**src/rtl/mcs_pkg.sv**
```systemverilog
// Shared types, codes and defaults of the masked configuration space register file.
package mcs_pkg;

  localparam int SPACE_BYTES_DEF = 256;

  localparam logic [1:0] FUNC_READ  = 2'd0;
  localparam logic [1:0] FUNC_WRITE = 2'd1;
  localparam logic [1:0] FUNC_WARM  = 2'd2;
  localparam logic [1:0] FUNC_LOAD  = 2'd3;

  localparam logic [1:0] TBL_IMAGE = 2'd0;
  localparam logic [1:0] TBL_WMASK = 2'd1;
  localparam logic [1:0] TBL_CMASK = 2'd2;
  localparam logic [1:0] TBL_KMASK = 2'd3;

  localparam logic [1:0] CFG_FIRST_BASE  = 2'd0;
  localparam logic [1:0] CFG_SECOND_BASE = 2'd1;
  localparam logic [1:0] CFG_SPAN        = 2'd2;

  typedef struct packed {
    logic [1:0]  func;
    logic [7:0]  offset;
    logic [2:0]  access_size;
    logic [31:0] write_data;
    logic [1:0]  table_select;
    logic [7:0]  table_byte;
  } item_t;

  typedef struct packed {
    logic capture;
    logic cnt_clr;
    logic cnt_inc;
    logic issue_byte;
    logic issue_part;
    logic issue_sweep;
    logic gather;
    logic wr_byte;
    logic wr_part;
    logic wr_warm;
    logic wr_clear;
    logic wr_table;
    logic finish;
  } cmd_t;

  typedef struct packed {
    logic [1:0] func;
    logic       bad;
    logic       last_byte;
    logic       last_entry;
    logic       part_go;
    logic       out_free;
  } sts_t;

endpackage

```
**src/rtl/mcs_ctrl.sv**
```systemverilog
// Sequencer that steps each request through the byte and sweep phases of the datapath.
module mcs_ctrl import mcs_pkg::*; (
  input  logic clk_i,
  input  logic rst_ni,
  input  logic req_valid_i,
  output logic req_ready_o,
  input  sts_t sts_i,
  output cmd_t cmd_o
);

  localparam logic [3:0] ST_CLEAR  = 4'd0;
  localparam logic [3:0] ST_IDLE   = 4'd1;
  localparam logic [3:0] ST_EXEC   = 4'd2;
  localparam logic [3:0] ST_RISSUE = 4'd3;
  localparam logic [3:0] ST_RCAP   = 4'd4;
  localparam logic [3:0] ST_WISSUE = 4'd5;
  localparam logic [3:0] ST_WMOD   = 4'd6;
  localparam logic [3:0] ST_PISSUE = 4'd7;
  localparam logic [3:0] ST_PMOD   = 4'd8;
  localparam logic [3:0] ST_GISSUE = 4'd9;
  localparam logic [3:0] ST_GMOD   = 4'd10;
  localparam logic [3:0] ST_DONE   = 4'd11;

  logic [3:0] state_q, state_d;

  always_ff @(posedge clk_i or negedge rst_ni) begin
    if (!rst_ni) begin
      state_q <= ST_CLEAR;
    end else begin
      state_q <= state_d;
    end
  end

  always_comb begin
    state_d     = state_q;
    cmd_o       = '0;
    req_ready_o = 1'b0;
    unique case (state_q)
      ST_CLEAR: begin
        cmd_o.wr_clear = 1'b1;
        if (sts_i.last_entry) begin
          cmd_o.cnt_clr = 1'b1;
          state_d       = ST_IDLE;
        end else begin
          cmd_o.cnt_inc = 1'b1;
        end
      end
      ST_IDLE: begin
        req_ready_o = 1'b1;
        if (req_valid_i) begin
          cmd_o.capture = 1'b1;
          cmd_o.cnt_clr = 1'b1;
          state_d       = ST_EXEC;
        end
      end
      ST_EXEC: begin
        unique case (sts_i.func)
          FUNC_READ:  state_d = sts_i.bad ? ST_DONE : ST_RISSUE;
          FUNC_WRITE: state_d = sts_i.bad ? ST_DONE : ST_WISSUE;
          FUNC_WARM:  state_d = ST_GISSUE;
          FUNC_LOAD: begin
            cmd_o.wr_table = 1'b1;
            state_d        = ST_DONE;
          end
          default:    state_d = ST_DONE;
        endcase
      end
      ST_RISSUE: begin
        cmd_o.issue_byte = 1'b1;
        state_d          = ST_RCAP;
      end
      ST_RCAP: begin
        cmd_o.gather = 1'b1;
        if (sts_i.last_byte) begin
          state_d = ST_DONE;
        end else begin
          cmd_o.cnt_inc = 1'b1;
          state_d       = ST_RISSUE;
        end
      end
      ST_WISSUE: begin
        cmd_o.issue_byte = 1'b1;
        state_d          = ST_WMOD;
      end
      ST_WMOD: begin
        cmd_o.wr_byte = 1'b1;
        if (sts_i.part_go) begin
          state_d = ST_PISSUE;
        end else if (sts_i.last_byte) begin
          state_d = ST_DONE;
        end else begin
          cmd_o.cnt_inc = 1'b1;
          state_d       = ST_WISSUE;
        end
      end
      ST_PISSUE: begin
        cmd_o.issue_part = 1'b1;
        state_d          = ST_PMOD;
      end
      ST_PMOD: begin
        cmd_o.wr_part = 1'b1;
        if (sts_i.last_byte) begin
          state_d = ST_DONE;
        end else begin
          cmd_o.cnt_inc = 1'b1;
          state_d       = ST_WISSUE;
        end
      end
      ST_GISSUE: begin
        cmd_o.issue_sweep = 1'b1;
        state_d           = ST_GMOD;
      end
      ST_GMOD: begin
        cmd_o.wr_warm = 1'b1;
        if (sts_i.last_entry) begin
          state_d = ST_DONE;
        end else begin
          cmd_o.cnt_inc = 1'b1;
          state_d       = ST_GISSUE;
        end
      end
      ST_DONE: begin
        if (sts_i.out_free) begin
          cmd_o.finish = 1'b1;
          state_d      = ST_IDLE;
        end
      end
      default: state_d = ST_CLEAR;
    endcase
  end

endmodule

```
**config.mk**
```make
export PLATFORM = sky130hd
export DESIGN_NAME = mcs_ctrl
export DESIGN_NICKNAME = d
export VERILOG_FILES = /design/src/rtl/mcs_pkg.sv /design/src/rtl/mcs_ctrl.sv
export SDC_FILE = /design/constraint.sdc
export NUM_CORES = 1
export LEC_CHECK = 0
export BUFFER_PORTS_ARGS = -buffer_cell sky130_fd_sc_hd__buf_2
export CORE_AREA = 2 2 39 41
export CTS_BUF_LIST = sky130_fd_sc_hd__clkbuf_8
export CTS_CLUSTER_SIZE = 16
export DETAILED_ROUTE_END_ITERATION = 10
export DIE_AREA = 0 0 41 43
export MAX_ROUTING_LAYER = met4
export PLACE_DENSITY = 0.83
export SLEW_MARGIN = 0
export SYNTH_ARGS = -nofsm -noshare
export SYNTH_HDL_FRONTEND = slang
export SYNTH_SLANG_ARGS = --single-unit
```
**constraint.sdc**
```tcl
create_clock -name clk_i -period 1.5 [get_ports clk_i]
set_input_delay 0 -clock clk_i [delete_from_list [all_inputs] [get_ports clk_i]]
set_output_delay 0 -clock clk_i [all_outputs]
set_load 0.01 [all_outputs]
```
## Word level (Yosys, flattened, before mapping)

Index checks and enable logic that the tools add are counted.

| storage, ports and cells | value |
|---|---|
| register bits after elaboration | 4 |
| bits in latches | 0 |
| output and inout port bits | 14 |
| word-level logic and storage cells | 56 |
| RAM bits | 0 |
| memories | 0 |
| bits of input ports | 10 |
| bits in read-only memories | 0 |

| operators by class | value |
|---|---|
| multiply operators | 0 |
| bitwise gates (word level) | 0 |
| div/mod/pow operators | 0 |
| multiplexer cells | 32 |
| shift-type cells | 0 |
| reduce and logical (&&, ||, !) cells | 6 |
| add/subtract/negate cells | 0 |
| equality and inequality tests | 17 |
| order comparisons | 0 |

Operator list:

| operator | count |
|---|---|
| $pmux W4 S12 | 1 |
| $mux W4 | 8 |
| $mux W1 | 18 |
| $eq A4 B3 Y1 const B | 4 |
| $eq A4 B4 Y1 const B | 4 |
| $pmux W4 S4 | 1 |
| $eq A4 B2 Y1 const B | 2 |
| $ne A2 B2 Y1 const B | 3 |
| $reduce_or A2 Y1 | 3 |
| $eq A2 B2 Y1 const B | 2 |
| $eq A4 B1 Y1 const B | 1 |
| $logic_not A4 Y1 | 1 |
| $mux W2 | 2 |
| $pmux W1 S3 | 1 |
| $reduce_and A3 Y1 | 1 |
| $eq A2 B1 Y1 const B | 1 |
| $logic_not A2 Y1 | 1 |
| $pmux W1 S2 | 1 |

## Depth between registers and ports, before layout

Gate-level depths: netlist of run 1.

| depth | value |
|---|---|
| word-level depth | 3 |
| depth in mapped cells | 5 |
| gate-level depth less buffers | 3 |

## Least setup slack after synthesis of run 1

OpenSTA, ideal clock, no wires.

| timing path | value |
|---|---|
| path kind | register to register |
| start point | reg state_q[2] |
| end point | reg state_q[1] |
| path buffers | 1 |
| clock period less this slack | 1.321 ns |
| arrival time | 1.200 ns |
| setup time | 0.120 ns |
| slack | 0.179 ns |
| data required time | 1.380 ns |
| cell stages (with the launch flop) | 4 |
| cells stage by stage | dfrtp_1 > buf_2 > or4_1 > a41o_1 |

| between the ends | value |
|---|---|
| longest elaborated chain between the ends | 3 |
| elaborated cells on any way between the ends | 17 |
| classes of those cells | eq/ne (14); mux (1); reduce/logical (2) |

Ends and longest elaborated chain:

| what | RTL line | RTL |
|---|---|---|
| start, declared | mcs_ctrl.sv:24 | `logic [3:0] state_q, state_d;` |
| start signal, assigned | mcs_ctrl.sv:30 | `state_q <= state_d;` |
| $eq A4 B4 Y1 (tied with other cells) | mcs_ctrl.sv:38 | `unique case (state_q)` |
| $ne A2 B2 Y1 (no source line) | -- |  |
| $reduce_and A3 Y1 (no source line) | -- |  |

Parallel ways exist; a longest one is shown, timed or not.
A chain may end at the register's enable or synchronous reset.

## Worst setup path in the final report of run 1

| timing path | value |
|---|---|
| start point | reg state_q[2] |
| end point | reg state_q[3] |

Same word-level chain as after synthesis.

==> results of run 1 <==
==> placed cells by master, fill, tap and decap left out, drive strengths merged, types with 3 or more instances in the layout <==
master,n
buf,31
nor2,11
nand2b,5
a21oi,5
nor2b,4
o21ai,4
dfrtp,4
nor3,3
nand2,3
nor4,3
nor3b,3
clkbuf,3
mux2i,3
==> logic make-up (layout without fill, tap and decap cells) <==
logic type	after synthesis	after routing
multiplexers	3	3
flip-flops	4	4
AO/OA/AOI/OAI	16	16
buffers and inverters	10	37
AND/OR/NAND/NOR	44	44
XOR/XNOR	1	1
==> path summary, 6_finish.rpt <==
kind	startpoint	to	slack (ps)	cells after the start
setup / recovery	state_q[2]	state_q[3]	70	4
hold / removal	sts_i[5]	state_q[2]	110	3
setup reg to reg	state_q[2]	state_q[3]	70	4
hold reg to reg	state_q[0]	state_q[3]	710	2
max in group asynchronous	rst_ni	state_q[2]	1250	2
min in group asynchronous	rst_ni	state_q[0]	120	2
==> synthesized netlist by cell type <==
| master | count | area (sq um) |
|---|---|---|
| buf_2 | 7 | 35.0 |
| nand4_1 | 1 | 6.26 |
| and4_1 | 1 | 8.76 |
| nor3b_1 | 3 | 22.5 |
| nand3b_1 | 1 | 7.51 |
| nor2_1 | 11 | 41.3 |
| nand2_1 | 3 | 11.3 |
| xnor2_1 | 1 | 8.76 |
| nand2b_1 | 5 | 31.3 |
| o221a_2 | 1 | 11.3 |
| and3_1 | 2 | 12.5 |
| or4bb_1 | 1 | 11.3 |
| o221ai_1 | 1 | 8.76 |
| nor3_1 | 3 | 15.0 |
| nor4_1 | 3 | 18.8 |
| a32oi_1 | 1 | 8.76 |
| nor4b_1 | 1 | 8.76 |
| nand3_1 | 1 | 5.00 |
| inv_1 | 2 | 7.51 |
| o21ai_0 | 3 | 15.0 |
| or4_1 | 1 | 7.51 |
| or4b_1 | 1 | 10.0 |
| o32ai_1 | 1 | 8.76 |
| a41o_1 | 1 | 10.0 |
| nor2b_1 | 4 | 25.0 |
| o21ai_1 | 1 | 5.00 |
| a211oi_1 | 1 | 7.51 |
| clkbuf_2 | 1 | 5.00 |
| a21oi_1 | 5 | 25.0 |
| nor4bb_1 | 1 | 10.0 |
| dfrtp_1 | 4 | 100 |
| mux2i_1 | 3 | 30.0 |
| a2111oi_0 | 1 | 8.76 |
| and3b_1 | 1 | 8.76 |
==> cell type report <==
class / count / area share [%]
Multi-Input combinational cell: 64 / 52.7
Sequential cell: 4 / 13.3
Clock buffer: 3 / 5.27
Timing Repair Buffer: 32 / 25.2
Inverter: 2 / 0.958
Tap cell: 16 / 2.56
==> critical path, delay by kind of cell, from the launching register on <==
kind	cells	cell delay [ps]
flip-flops	1	420
AO/OA/AOI/OAI	1	130
AND/OR/NAND/NOR	2	600
buffers and inverters	1	140
==> where the power goes <==
part / internal, mW / switching (mW)
combinational: 0.515 / 0.570
clock: 0.171 / 0.0574
sequential: 0.169 / 0.0987
==> metrics by stage <==
step | util [%] | setup slack, ps | TNS (ps)
after floorplan | - | 179 | 0
after global placement | 50.9 | 120 | 0
after detailed placement | 50.9 | 77.0 | 0
after CTS | 54.7 | 36.1 | 0
after global routing | 56.6 | -14.9 | -14.9
final | 56.6 | 66.3 | 0
==> layer usage <==
metal | track usage [%] | vias up | share of wire, %
met3 | 3.14 | 0 | 8.4
met2 | 35.3 | 43 | 51
li1 | - | 348 | -
met5 | - | - | 0
met1 | 27.8 | 314 | 40
met4 | 4.00 | 0 | 0
==> what timing repair did <==
| item | CTS | global route |
|---|---|---|
| setup endpoints to repair | 1 | 4 |
| hold buffers | 1 | 0 |
| gates resized for setup | 1 | 3 |
| buffers inserted | 0 | 1 |
| hold endpoints to repair | 4 | 0 |
==> flow_summary.ini, run 1 <==
[status]
status = finished, final reports clean

[logic_synthesis]
synthesis.area_sq_um = 557
synth-xor-area-share_pct = 1.57
avgSynthCellArea_sq_um = 7.14
ys_ff_latch = 4
synth.area.mux_share_pct = 5.39
synth_compound_area_share_pct = 19.6
yosys_warnings = 0
synth_nets = 88
synthSimpleGateAreaFrac_pct = 47.0
ys_types = 34
syn_inst = 78
synth_top_family_by_area = simple AND/OR/NAND/NOR gates
yosys.area_share.adder_pct = 0
ys_seq_area_share_pct = 18.0

[power]
p_total_mw = 1.58
p_per_area_nw_per_um2 = 2020
vdd_drop_max_mv = 0.872
p_leak_nw = 0.370

[worst_setup_path]
arrival_ps = 1520
crit_path_start_kind = flip-flop
crit_type = flip-flop to flip-flop
cp-end-kind = flip-flop
required_ps = 1580
max_stage_delay_ps = 430
path_cells = buf_12, and3b_1, o21ai_1, or4b_1
path_max_fanout = 11
critPathSlowestCell = or4b_1

[route]
dr.pass1.iters = 4
antenna_left = 0
num_vias = 705
wl_mm = 1.70
drc = 0
via_per_inst = 5.83
wire_per_inst_um = 14.0
dr.first_iter.drc_count = 18

[clock_network]
clkTransAtPathRegs_ps = 30
clock_sinks = 4
cts_tree = built
cts-buffers-inserted = 3
clock_path_buffers = 2
htree_levels = 1
root_buffer = clkbuf_8
clk_latency_ps = 220

[timing]
min_period_over_period_pct = 95.6
finalSetupViolations = 0
worst_pin_slew_ps = 366
hold_viol_final = 0
finClkSkew_ps = 0.366
post-route-min-period_ps = 1430
drv_slew = 0
clock.fmax_mhz = 698
maxSlewHeadroom_pct = 75.0
holdWs_ps = 107
grt_setup_unrepaired = yes

[cells_and_area]
stdcell_count = 121
largest_reg_flops = 4
ff_latch_area_sq_um = 104
final_area_sq_um = 783
regMostFlops = state_q
nets = 117
antenna_cells = 0
multi_input_area_sq_um = 413
drive_gt1_share_pct = 37.1
nFillCells = 120
top_regs = state_q x4
syn_to_final_growth_pct = 40.7

[placement]
gp_congestion = 0.860
dp.cells = 116
io_buffers = 23
place_hpwl_mm = 1.25
place_area_sq_um = 704

[global_routing]
antenna_found_initial = 0
grt_pass1_wl_mm = 2.62
grt_usage_pct = 21.7
grt_overflow = 0
grt_max_degree = 17
first_global_vias = 624

[floorplan]
start_util_pct = 40.2
die_x_um = 41
ios = 24
coreArea_sq_um = 1380
die_y_um = 43
row_count = 14
die-area_sq_um = 1760

[min_path]
hold_class = input pin to flip-flop

[flow_run]
cap_violations = 0
Power figures use the tool's default switching activity.
==> inputs of run 2 (changes only) <==
--- a/config.mk
+++ b/config.mk
@@ -5,6 +5,7 @@
 export SDC_FILE = /design/constraint.sdc
 export NUM_CORES = 1
 export LEC_CHECK = 0
+export ABC_AREA = 1
 export BUFFER_PORTS_ARGS = -buffer_cell sky130_fd_sc_hd__buf_2
 export CORE_AREA = 2 2 39 41
 export CTS_BUF_LIST = sky130_fd_sc_hd__clkbuf_8
@@ -12,7 +13,7 @@
 export DETAILED_ROUTE_END_ITERATION = 10
 export DIE_AREA = 0 0 41 43
 export MAX_ROUTING_LAYER = met4
-export PLACE_DENSITY = 0.83
+export PLACE_DENSITY = 0.8
 export SLEW_MARGIN = 0
 export SYNTH_ARGS = -nofsm -noshare
 export SYNTH_HDL_FRONTEND = slang
==> run 2 against run 1 <==
Synthesized area down 5.4%; sequential share of layout area up 0.83 points; clock skew up 1.4 ps; maximum frequency up 2.8%; global-route usage down 3.3 points; via count down 11%; cell area down 8.1%.
==> flow_summary.ini, run 2 <==
[status]
status = finished, final reports clean

[worst_setup_path]
path_cells = inv_1, nand2_2, nor2_1, nand2_1, o2111ai_1, buf_2
path_max_fanout = 5
crit_path_start_kind = flip-flop
crit_type = flip-flop to primary output
crit_start = state_q[2]
arrival_ps = 1390
required_ps = 1500
r2r-start = state_q[3]
max_stage_delay_ps = 400
critPathSlowestCell = dfrtp_1
cp-end-kind = primary output

[clock_network]
clock_path_buffers = 2
cts-buffers-inserted = 3
cts_tree = built
htree_levels = 1
clkTransAtPathRegs_ps = 30
post-cts-setup-buffer-count = 0
clk_latency_ps = 220
clock_sinks = 4
root_buffer = clkbuf_8

[timing]
clock.fmax_mhz = 717
hold_viol_final = 0
setup_tns_ps = 0
finClkSkew_ps = 1.78
drv_slew = 0
finalSetupViolations = 0
grt_setup_unrepaired = no
holdWs_ps = 78.5
maxSlewHeadroom_pct = 82.4
worst_pin_slew_ps = 263
post-route-min-period_ps = 1390
min_period_over_period_pct = 93.0

[floorplan]
die_y_um = 43
die-area_sq_um = 1760
row_count = 14
ios = 24
start_util_pct = 38.1
die_x_um = 41
coreArea_sq_um = 1380

[global_routing]
grt_max_degree = 9
grt_pass1_wl_mm = 2.17
first_global_vias = 544
grt_overflow = 0
grt_usage_pct = 18.4
antenna_found_initial = 0

[route]
num_vias = 627
wl_mm = 1.36
antenna_left = 0
via_per_inst = 4.79
dr.first_iter.drc_count = 10
drc = 0
wire_per_inst_um = 10.4
dr.pass1.iters = 4

[min_path]
hold_class = input pin to flip-flop
hold_start = sts_i[1]

[cells_and_area]
syn_to_final_growth_pct = 36.6
final_cell_mix = buf_2, inv_1, nand2_1
regMostFlops = state_q
nets = 127
top_regs = state_q x4
largest_reg_flops = 4
drive_gt1_share_pct = 43.5
multi_input_area_sq_um = 353
nFillCells = 136
antenna_cells = 0
final_common_cell = buf_2
ff_latch_area_sq_um = 101

[logic_synthesis]
ys_async_sr_fraction_pct = 100
synth.area.top_cells = dfrtp_1, inv_1, nand2_1
yosys.area_share.adder_pct = 0
ys_seq_area_share_pct = 19.0
synth_top_area_share_pct = 19.0
synth_commonest_cells = inv_1, nand2_1, nor2_1
synthFlopType = dfrtp_1
syn_inst = 88
synthesis.area_sq_um = 527
yosys_warnings = 0
avgSynthCellArea_sq_um = 5.99
synthSimpleGateAreaFrac_pct = 52.0
synth.area.mux_share_pct = 0
synth_top_cell_by_area = dfrtp_1
synth_nets = 98
synth_compound_area_share_pct = 14.0
synth_top_family_by_area = simple AND/OR/NAND/NOR gates
synth-xor-area-share_pct = 0
synth-edff-count = 0
ys_ff_latch = 4
ys_types = 20

[placement]
io_buffers = 23
place_hpwl_mm = 1.10
gp_congestion = 0.863

[power]
p_leak_nw = 0.441
vdd_drop_max_mv = 0.799
p_per_area_nw_per_um2 = 1780

[flow_run]
cap_violations = 0
[run 2: report_power, final]
group	switching (mW)	internal [mW]
Clock	0.0578	0.171
Sequential	0.0670	0.161
Combinational	0.536	0.289
[run 2: final timing paths]
path	slack, ps	cells after the start	endpoint
hold reg to reg	630	2	state_q[0]
setup / recovery	110	6	cmd_o[10]
hold / removal	80	3	state_q[2]
min in group asynchronous	110	2	state_q[3]
setup reg to reg	230	7	state_q[1]
max in group asynchronous	1260	2	state_q[0]
[run 2: through the flow]
step	setup slack, ps	util [%]	total power [mW]	cell area (sq um)	std cells
3_5_place_dp	282	47.8	1.03	662	127
6_report	105	52.0	1.28	719	131
4_1_cts	97.2	51.5	1.26	713	131
2_1_floorplan	309	-	0.799	527	88
3_3_place_gp	309	47.8	1.03	662	127
5_1_grt	49.6	52.0	1.39	719	131
[run 2: cell type report]
cell class              instances  area share [%]
flip-flops and latches          4            14.1
clock buffers                   3            5.74
multi-input cells              63            49.0
inverters                      21            11.0
repair buffers                 24            17.4
well taps                      16            2.78
[run 2: timing repair]
action / CTS / global route
resized for setup: 0 / 3
hold buffers: 1 / 0
setup endpoints to repair: 0 / 1
hold endpoints to repair: 4 / 0
[run 2: cell families (layout without fill, tap and decap cells)]
logic type      after synthesis  after routing
compound gates               13             13
buf+inv                      21             48
flops                         4              4
simple gates                 50             50
[run 2: metal layers]
layer / global-route usage (%) / share of wire (%) / vias to the layer above
met5: - / 0 / -
met4: 8.00 / 1.7 / 0
met3: 1.57 / 4.1 / 3
met2: 28.4 / 48 / 21
met1: 23.5 / 46 / 275
li1: - / - / 328
[run 2: critical path, delay by kind of cell (launching register included)]
kind | cells | cell delay [ps]
AO/OA/AOI/OAI | 1 | 90
buffers and inverters | 2 | 290
flip-flops | 1 | 400
AND/OR/NAND/NOR | 3 | 390
